<file path="src/rtl/sll_pkg.sv">
// ----------------------------------------------------------------------------
// sll_pkg: shared types and codes
// Request and response structs, action and status codes, controller commands.
// ----------------------------------------------------------------------------
package sll_pkg;

    localparam logic [2:0] ACT_INSERT = 3'd0;
    localparam logic [2:0] ACT_REMOVE = 3'd1;
    localparam logic [2:0] ACT_SEARCH = 3'd2;
    localparam logic [2:0] ACT_READ   = 3'd3;
    localparam logic [2:0] ACT_HEAD   = 3'd4;

    localparam logic [1:0] ST_OK       = 2'd0;
    localparam logic [1:0] ST_FULL     = 2'd1;
    localparam logic [1:0] ST_NOT_LIVE = 2'd2;
    localparam logic [1:0] ST_MISSING  = 2'd3;

    typedef struct packed {
        logic [2:0]         action;
        logic signed [31:0] item_value;
        logic [3:0]         slot;
    } req_t;

    typedef struct packed {
        logic [1:0]         status;
        logic signed [31:0] result_value;
        logic [3:0]         result_slot;
        logic               result_slot_valid;
        logic [4:0]         entry_count;
    } rsp_t;

    typedef struct packed {
        logic load;       // capture request, start walk at head
        logic step;       // advance walk cursor
        logic do_insert;  // link new entry before cursor
        logic do_remove;  // unlink entry at request slot
        logic finish;     // form response
    } cmd_t;

    typedef struct packed {
        logic cur_none;
        logic stays;
        logic match;
    } stat_t;

endpackage

</file>
<file path="src/rtl/sorted_linked_list_engine.sv">
// ----------------------------------------------------------------------------
// sorted_linked_list_engine: sorted doubly linked list in slot stores
// Insert, remove, search, read and head requests on one list.
// ----------------------------------------------------------------------------
// Usage:
//   Requests transfer on in_valid/in_ready as a req_t; one response per
//   request transfers on out_valid/out_ready as a rsp_t.
//   order_wr/order_data set the ordering register; the user must write it
//   only while the block is idle, and the block does not enforce this.
//   Insert and search walk one slot per cycle, up to SLOT_COUNT slots;
//   remove, read and head skip the walk. Each response waits for out_ready.
//   One request is in flight at a time; in_ready drops until the response
//   transfers, so a stalled receiver holds the block.
//   Reset empties the list, chains all slots on the free list, sets order
//   ascending.
// ----------------------------------------------------------------------------
module sorted_linked_list_engine #(
    parameter int SLOT_COUNT = 16
) (
    input  logic          clk,
    input  logic          rst_n,
    input  logic          order_wr,
    input  logic          order_data,
    input  logic          in_valid,
    output logic          in_ready,
    input  sll_pkg::req_t in_data,
    output logic          out_valid,
    input  logic          out_ready,
    output sll_pkg::rsp_t out_data
);
    import sll_pkg::*;

    logic  order_reg;
    cmd_t  cmd;
    stat_t stat;
    req_t  req_hold;

    always_ff @(posedge clk or negedge rst_n)
    begin
        if (!rst_n)        order_reg <= 1'b0;
        else if (order_wr) order_reg <= order_data;
    end

    always_ff @(posedge clk or negedge rst_n)
    begin
        if (!rst_n)        req_hold <= '0;
        else if (cmd.load) req_hold <= in_data;
    end

    sll_control u_ctrl (
        .clk      (clk),
        .rst_n    (rst_n),
        .in_valid (in_valid),
        .in_ready (in_ready),
        .out_valid(out_valid),
        .out_ready(out_ready),
        .action   (req_hold.action),
        .stat     (stat),
        .cmd      (cmd)
    );

    sll_datapath #(.SLOT_COUNT(SLOT_COUNT)) u_dp (
        .clk             (clk),
        .rst_n           (rst_n),
        .order_descending(order_reg),
        .req             (in_data),
        .cmd             (cmd),
        .stat            (stat),
        .rsp             (out_data)
    );
endmodule

</file>
<file path="src/rtl/sll_datapath.sv">
// ----------------------------------------------------------------------------
// sll_datapath: slot stores, links, free list and walk cursor
// Executes controller commands; reports cursor compare status.
// ----------------------------------------------------------------------------
module sll_datapath #(
    parameter int SLOT_COUNT = 16
) (
    input  logic          clk,
    input  logic          rst_n,
    input  logic          order_descending,
    input  sll_pkg::req_t req,
    input  sll_pkg::cmd_t cmd,
    output sll_pkg::stat_t stat,
    output sll_pkg::rsp_t rsp
);
    import sll_pkg::*;

    localparam int IW = $clog2(SLOT_COUNT);
    localparam int LW = $clog2(SLOT_COUNT + 1);
    localparam logic [LW-1:0] NONE = LW'(SLOT_COUNT);

    logic [31:0]   value_store [SLOT_COUNT];
    logic [LW-1:0] next_reg [SLOT_COUNT];
    logic [LW-1:0] prev_reg [SLOT_COUNT];
    logic [SLOT_COUNT-1:0] live_reg;
    logic [LW-1:0] free_reg, head_reg, tail_reg, cur_reg, prv_reg, count_reg;
    req_t          req_reg;
    rsp_t          rsp_reg;
    rsp_t          rsp_next;

    logic [LW-1:0] rs;
    logic          slot_live, cur_none, free_none;
    logic [31:0]   cur_val;
    logic [LW-1:0] n_rm, p_rm;

    assign rs        = LW'(req_reg.slot);
    assign slot_live = (rs < NONE) && live_reg[rs[IW-1:0]];
    assign cur_none  = !(cur_reg < NONE);
    assign free_none = !(free_reg < NONE);
    assign cur_val   = value_store[cur_reg[IW-1:0]];
    assign n_rm      = next_reg[rs[IW-1:0]];
    assign p_rm      = prev_reg[rs[IW-1:0]];

    assign stat.cur_none = cur_none;
    assign stat.match    = (cur_val == req_reg.item_value);
    assign stat.stays    = order_descending ?
                           ($signed(cur_val) >= req_reg.item_value) :
                           ($signed(cur_val) <= req_reg.item_value);
    assign rsp = rsp_reg;

    always_comb
    begin
        rsp_next = '0;
        rsp_next.status = ST_MISSING;
        rsp_next.entry_count = 5'(count_reg);
        unique case (req_reg.action)
            ACT_INSERT:
                if (free_none) rsp_next.status = ST_FULL;
                else
                begin
                    rsp_next.status = ST_OK;
                    rsp_next.result_slot = 4'(free_reg);
                    rsp_next.result_slot_valid = 1'b1;
                    rsp_next.entry_count = 5'(count_reg + LW'(1));
                end
            ACT_REMOVE:
                if (!slot_live) rsp_next.status = ST_NOT_LIVE;
                else
                begin
                    rsp_next.status = ST_OK;
                    rsp_next.result_value = value_store[rs[IW-1:0]];
                    rsp_next.result_slot = (n_rm < NONE) ? 4'(n_rm) : 4'd0;
                    rsp_next.result_slot_valid = (n_rm < NONE);
                    rsp_next.entry_count = 5'(count_reg - LW'(1));
                end
            ACT_SEARCH:
                if (!cur_none)
                begin
                    rsp_next.status = ST_OK;
                    rsp_next.result_slot = 4'(cur_reg);
                    rsp_next.result_slot_valid = 1'b1;
                end
            ACT_READ:
                if (!slot_live) rsp_next.status = ST_NOT_LIVE;
                else
                begin
                    rsp_next.status = ST_OK;
                    rsp_next.result_value = value_store[rs[IW-1:0]];
                    rsp_next.result_slot = req_reg.slot;
                    rsp_next.result_slot_valid = 1'b1;
                end
            ACT_HEAD:
                if (head_reg < NONE)
                begin
                    rsp_next.status = ST_OK;
                    rsp_next.result_slot = 4'(head_reg);
                    rsp_next.result_slot_valid = 1'b1;
                end
            default: ;
        endcase
    end

    always_ff @(posedge clk)
    begin
        if (cmd.do_insert && !free_none)
            value_store[free_reg[IW-1:0]] <= req_reg.item_value;
    end

    always_ff @(posedge clk or negedge rst_n)
    begin
        if (!rst_n)
        begin
            for (int i = 0; i < SLOT_COUNT; i++)
            begin
                next_reg[i] <= LW'(i + 1);
                prev_reg[i] <= NONE;
            end
            live_reg  <= '0;
            free_reg  <= '0;
            head_reg  <= NONE;
            tail_reg  <= NONE;
            count_reg <= '0;
            cur_reg   <= NONE;
            prv_reg   <= NONE;
            req_reg   <= '0;
            rsp_reg   <= '0;
        end
        else
        begin
            if (cmd.load)
            begin
                req_reg <= req;
                cur_reg <= head_reg;
                prv_reg <= NONE;
            end
            if (cmd.step)
            begin
                prv_reg <= cur_reg;
                cur_reg <= next_reg[cur_reg[IW-1:0]];
            end
            if (cmd.do_insert && !free_none)
            begin
                free_reg <= next_reg[free_reg[IW-1:0]];
                live_reg[free_reg[IW-1:0]] <= 1'b1;
                next_reg[free_reg[IW-1:0]] <= cur_reg;
                prev_reg[free_reg[IW-1:0]] <= prv_reg;
                if (prv_reg < NONE) next_reg[prv_reg[IW-1:0]] <= free_reg;
                else                head_reg <= free_reg;
                if (cur_reg < NONE) prev_reg[cur_reg[IW-1:0]] <= free_reg;
                else                tail_reg <= free_reg;
                count_reg <= count_reg + LW'(1);
            end
            if (cmd.do_remove && slot_live)
            begin
                if (p_rm < NONE) next_reg[p_rm[IW-1:0]] <= n_rm;
                else             head_reg <= n_rm;
                if (n_rm < NONE) prev_reg[n_rm[IW-1:0]] <= p_rm;
                else             tail_reg <= p_rm;
                next_reg[rs[IW-1:0]] <= free_reg;
                prev_reg[rs[IW-1:0]] <= NONE;
                live_reg[rs[IW-1:0]] <= 1'b0;
                free_reg  <= rs;
                count_reg <= count_reg - LW'(1);
            end
            if (cmd.finish)
                rsp_reg <= rsp_next;
        end
    end
endmodule

</file>
<file path="src/rtl/sll_control.sv">
// ----------------------------------------------------------------------------
// sll_control: request sequencer
// Accepts a request, walks the list as needed, then presents the response.
// ----------------------------------------------------------------------------
module sll_control (
    input  logic           clk,
    input  logic           rst_n,
    input  logic           in_valid,
    output logic           in_ready,
    output logic           out_valid,
    input  logic           out_ready,
    input  logic [2:0]     action,
    input  sll_pkg::stat_t stat,
    output sll_pkg::cmd_t  cmd
);
    import sll_pkg::*;

    localparam logic [1:0] S_IDLE = 2'd0;
    localparam logic [1:0] S_WALK = 2'd1;
    localparam logic [1:0] S_DONE = 2'd2;
    localparam logic [1:0] S_OUT  = 2'd3;

    logic [1:0] state_reg, state_next;

    assign in_ready  = (state_reg == S_IDLE);
    assign out_valid = (state_reg == S_OUT);

    always_comb
    begin
        state_next = state_reg;
        cmd = '0;
        unique case (state_reg)
            S_IDLE:
                if (in_valid)
                begin
                    cmd.load = 1'b1;
                    state_next = S_WALK;
                end
            S_WALK:
                if (action == ACT_INSERT && !stat.cur_none && stat.stays)
                    cmd.step = 1'b1;
                else if (action == ACT_SEARCH && !stat.cur_none && !stat.match)
                    cmd.step = 1'b1;
                else
                begin
                    cmd.finish = 1'b1;
                    state_next = S_DONE;
                end
            S_DONE:
            begin
                cmd.do_insert = (action == ACT_INSERT);
                cmd.do_remove = (action == ACT_REMOVE);
                state_next = S_OUT;
            end
            S_OUT:
                if (out_ready) state_next = S_IDLE;
            default: state_next = S_IDLE;
        endcase
    end

    always_ff @(posedge clk or negedge rst_n)
    begin
        if (!rst_n) state_reg <= S_IDLE;
        else        state_reg <= state_next;
    end
endmodule

</file>
<file path="config.mk">
export PLATFORM = sky130hd
export DESIGN_NAME = sorted_linked_list_engine
export DESIGN_NICKNAME = d
export VERILOG_FILES = /design/src/rtl/sll_pkg.sv /design/src/rtl/sorted_linked_list_engine.sv /design/src/rtl/sll_datapath.sv /design/src/rtl/sll_control.sv
export SDC_FILE = /design/constraint.sdc
export NUM_CORES = 2
export LEC_CHECK = 0
export ABC_CLOCK_PERIOD_IN_PS = 8800
export BUFFER_PORTS_ARGS = -buffer_cell sky130_fd_sc_hd__buf_4
export CAP_MARGIN = 40
export CORE_MARGIN = 2
export CORE_UTILIZATION = 50
export CTS_CLUSTER_DIAMETER = 150
export DETAILED_ROUTE_END_ITERATION = 6
export PLACE_DENSITY = 0.66
export SLEW_MARGIN = 40
export SYNTH_ARGS = -nofsm -noshare
export SYNTH_HDL_FRONTEND = slang
export SYNTH_HIERARCHICAL = 1
export SYNTH_SLANG_ARGS = --single-unit
export TNS_END_PERCENT = 5
</file>
<file path="constraint.sdc">
create_clock -name clk -period 8.8 [get_ports clk]
set_clock_uncertainty 0.05 [all_clocks]
set_input_delay 1.32 -clock clk [delete_from_list [all_inputs] [get_ports clk]]
set_output_delay 1.32 -clock clk [all_outputs]
set_load 0.1 [all_outputs]
</file>
==> results.tsv <==
stage	metric	value	unit
status	run_status	complete, no violations	
die	die_area	87500	um^2
critical_path	path_buf_inv	3	
pwr	p_leak	16.3	nW
detailed_routing	vias	31092	
clock_tree	cts_root_buf	clkbuf_16	
detailed_routing	wl_per_cell	32.9	um
pwr	ir_worst_vdd	0.302	mV
critical_path	reg2reg_to	u_dp/cur_reg[0]	
synth	synth.distinct_cells	70	
critical_path	start_kind	flip-flop	
run	max-cap-violations	0	
critical_path	cp_cell_sequence	buf_12 > buf_12 > buf_4 > mux4_2 > mux4_2 > ha_1 > nand4_1 > nor4_1 > o31ai_1 > a31oi_1 > mux2i_1 > nand2b_4 > a2111oi_4 > and2_1 > o21ai_0	
detailed_routing	routed_wl	143	mm
cells_and_area	nFillCells	6707	
clock_tree	cts_setup_buffers	0	
min_path	hp-class	reg -> reg	
cells_and_area	layout-drive-gt1-share	27.0	%
synth	avgSynthCellArea	13.6	um^2
timing	fin_tns_setup	0	ns
critical_path	arrival	7.21	ns
placed_design	gp_congestion	0.984	
global_routing	antenna_found_initial	2	
cells_and_area	synthToLayoutAreaGrowth	11.6	%
die	coreArea	84700	um^2
pwr	power	0.0173	W
timing	fin_crit	6.80	ns
global_routing	grt_pass1_vias	31170	
pwr	pwr_density_cell	365	nW/um^2
critical_path	crit_start	u_dp/cur_reg[0]	
synth	synthFlopType	edfxtp_1	
placed_design	port_buffers	90	
timing	fin_crit_sh	77.2	%
clock_tree	htreeDepth	3	
timing	report.final.hold_viol_count	0	
critical_path	critPathRequiredTime	9.22	ns
critical_path	endpoint_kind	flip-flop	
pwr	p_switching	0.00720	W
clock_tree	ctsHoldBuffers	0	
placed_design	dp_hpwl	85.2	mm
die	boundaryPins	91	
min_path	hold_depth	1	
clock_tree	clk_pin_slew	0.06	ns
global_routing	grt_pass1_wl	208	mm
critical_path	slowest_delay	0.74	ns
die	rows	107	
critical_path	r2r-start	u_dp/cur_reg[0]	
critical_path	r2r_slack	2.00	ns
synth	syn_nets	3207	
pwr	power_frac_seq	34.7	%
timing	max_slew_margin	36.2	%
pwr	intPower	0.0102	W
timing	worst_pin_slew	0.952	ns
pwr	clkPwrFrac	21.7	%
synth	synth-edff-count	512	
clock_tree	clk_latency	0.68	ns
die	start_util	50.3	%
synth	ys_async_sr_fraction	36.2	%
clock_tree	cts_tree	done	
timing	drv_slew	0	
synth	yosysSeqAreaShare	53.3	%
die	chipWidth	296	um
synth	syn_area	42600	um^2
min_path	min_from	u_dp/live_reg[2]	
synth	yosys_warnings	6	
clock_tree	cts.repair.resized	0	
cells_and_area	final_area	47600	um^2
synth	synth_cells	3123	
critical_path	worst_r2r_path_depth	15	
cells_and_area	finish.utilization	56.1	%
critical_path	worstSetupPathType	reg -> reg	
synth	yosys_register_bits	802	
detailed_routing	drt_iter0_markers	4325	
global_routing	grt_usage	32.8	%
detailed_routing	ant_nets	0	
timing	rsz0062_at_grt	false	
clock_tree	clk_path_buf_depth	3	
detailed_routing	drc	0	
die	die_h	296	um
critical_path	cp_top_family	simple AND/OR/NAND/NOR gates	
pwr	p_sw_share	41.5	%
timing	setup_viol	0	
critical_path	cp_slowest_cell	nor4_1	
placed_design	place_area	44600	um^2
detailed_routing	dr.pass1.iters	7	
detailed_routing	routed_via_density	7.18	
pwr	p_comb_share	43.5	%
clock_tree	clock_sinks	802	
cells_and_area	largest_reg_flops	512	
min_path	min_to	u_dp/live_reg[2]	
cells_and_area	layout.nets	3199	
global_routing	grt_max_degree	89	
critical_path	path_max_fanout	48	
timing	whs	0.443	ns
timing	max_freq	0.147	GHz
global_routing	grt.overflow.total	0	
clock_tree	cts_buffers	85	
how the worst max path moves through the flow:
stage / to / cells after the start
after floorplan: u_dp/rsp[4] / 19
after global placement: u_dp/cur_reg[0] / 14
after detailed placement: u_dp/cur_reg[0] / 14
after CTS: u_dp/cur_reg[0] / 14
after global routing: u_dp/prv_reg[0] / 16
final: u_dp/cur_reg[0] / 15
cell usage in the layout (no fill, tap or decap), types with 10 or more instances in the layout:
cell type / netlist / final
mux2_2: 14 / 14
o22ai_1: 129 / 129
o2111ai_1: 11 / 11
o21a_1: 13 / 13
nor2b_1: 23 / 21
clkbuf_1: 182 / 23
a31oi_1: 25 / 25
o31ai_1: 53 / 53
clkinv_2: 0 / 15
o211ai_1: 27 / 27
o21ai_0: 136 / 136
o221ai_1: 10 / 10
a21oi_1: 134 / 134
nor2_1: 206 / 186
nand2b_1: 18 / 17
inv_1: 100 / 100
ha_1: 39 / 39
and2_1: 13 / 12
clkbuf_16: 0 / 85
dfrtp_1: 238 / 226
a311oi_1: 24 / 24
nor2_4: 0 / 15
and3_1: 19 / 18
edfxtp_1: 512 / 512
a22oi_1: 28 / 28
mux2i_1: 48 / 48
dfstp_2: 52 / 52
nand2_2: 10 / 11
nor3_1: 49 / 49
clkbuf_8: 0 / 15
buf_4: 2 / 157
nand4_1: 10 / 10
mux4_2: 415 / 415
nand2_1: 238 / 237
a22o_1: 10 / 10
nand3_1: 135 / 135
metrics by stage:
step	setup WS (ns)	std cells
finish	2.00	4332
global route	1.68	4331
CTS	1.86	4330
detailed placement	1.90	4171
global placement	1.92	4167
floorplan	3.12	3123
final cells by class:
cell class                 count  area, um^2  area share [%]
antenna                        1        2.50         0.00526
timing repair buffer         172        1450            3.05
multi-input combinational   1952       18600            39.1
inverter                     102         383           0.805
sequential                   802       22700            47.8
clock inverter                36         520            1.09
tap                         1144        1430            3.01
clock buffer                 123        2420            5.09
cells by family after synthesis:
kind of cell,after synthesis,synth area share [%]
compound gates,668,10.2
xor+xnor,5,0.103
fa+ha+maj,39,1.15
buf+inv,369,3.44
flops,802,53.3
mux,479,23.5
simple gates,761,8.30
synthesized netlist by cell type, drive strengths merged, types with 10 or more instances:
library cell	instances	share of area (%)
o211ai	27	0.48
inv	100	0.88
o2111ai	11	0.23
dfrtp	238	14
a31oi	25	0.37
edfxtp	512	36
and2	15	0.22
clkbuf	182	1.6
a21oi	134	1.6
mux2	16	0.42
nand2b	19	0.30
o31ai	53	0.93
a22o	10	0.21
a221oi	14	0.36
a22oi	28	0.49
nor3b	10	0.20
mux2i	48	1.1
o21a	13	0.23
mux4	415	22
o221ai	10	0.21
nor2b	23	0.34
a311oi	24	0.49
ha	39	1.1
buf	85	0.93
nor2	206	1.8
o21ai	137	1.6
o22ai	129	1.9
nor3	59	0.87
dfstp	52	3.2
nand3	135	1.6
nand4	10	0.15
and3	19	0.28
nand2	249	2.3
per-layer routing:
metal / track usage, % / up-vias / routed length, um / share of wire [%]
met5: 0 / - / 11 / 0.0077
met3: 7.80 / 595 / 16900 / 12
met1: 42.0 / 15638 / 50100 / 35
li1: - / 12438 / - / -
met2: 50.9 / 2419 / 65600 / 46
met4: 20.2 / 2 / 10200 / 7.1
power groups by stage:
stage	clock (W)	sequential, W	combinational (W)
floorplan	0	0.00586	0.00492
global placement	0	0.00601	0.00714
detailed placement	0	0.00607	0.00729
CTS	0.00381	0.00600	0.00732
global route	0.00396	0.00609	0.00783
finish	0.00377	0.00602	0.00755
Power figures use the tool's default switching activity.
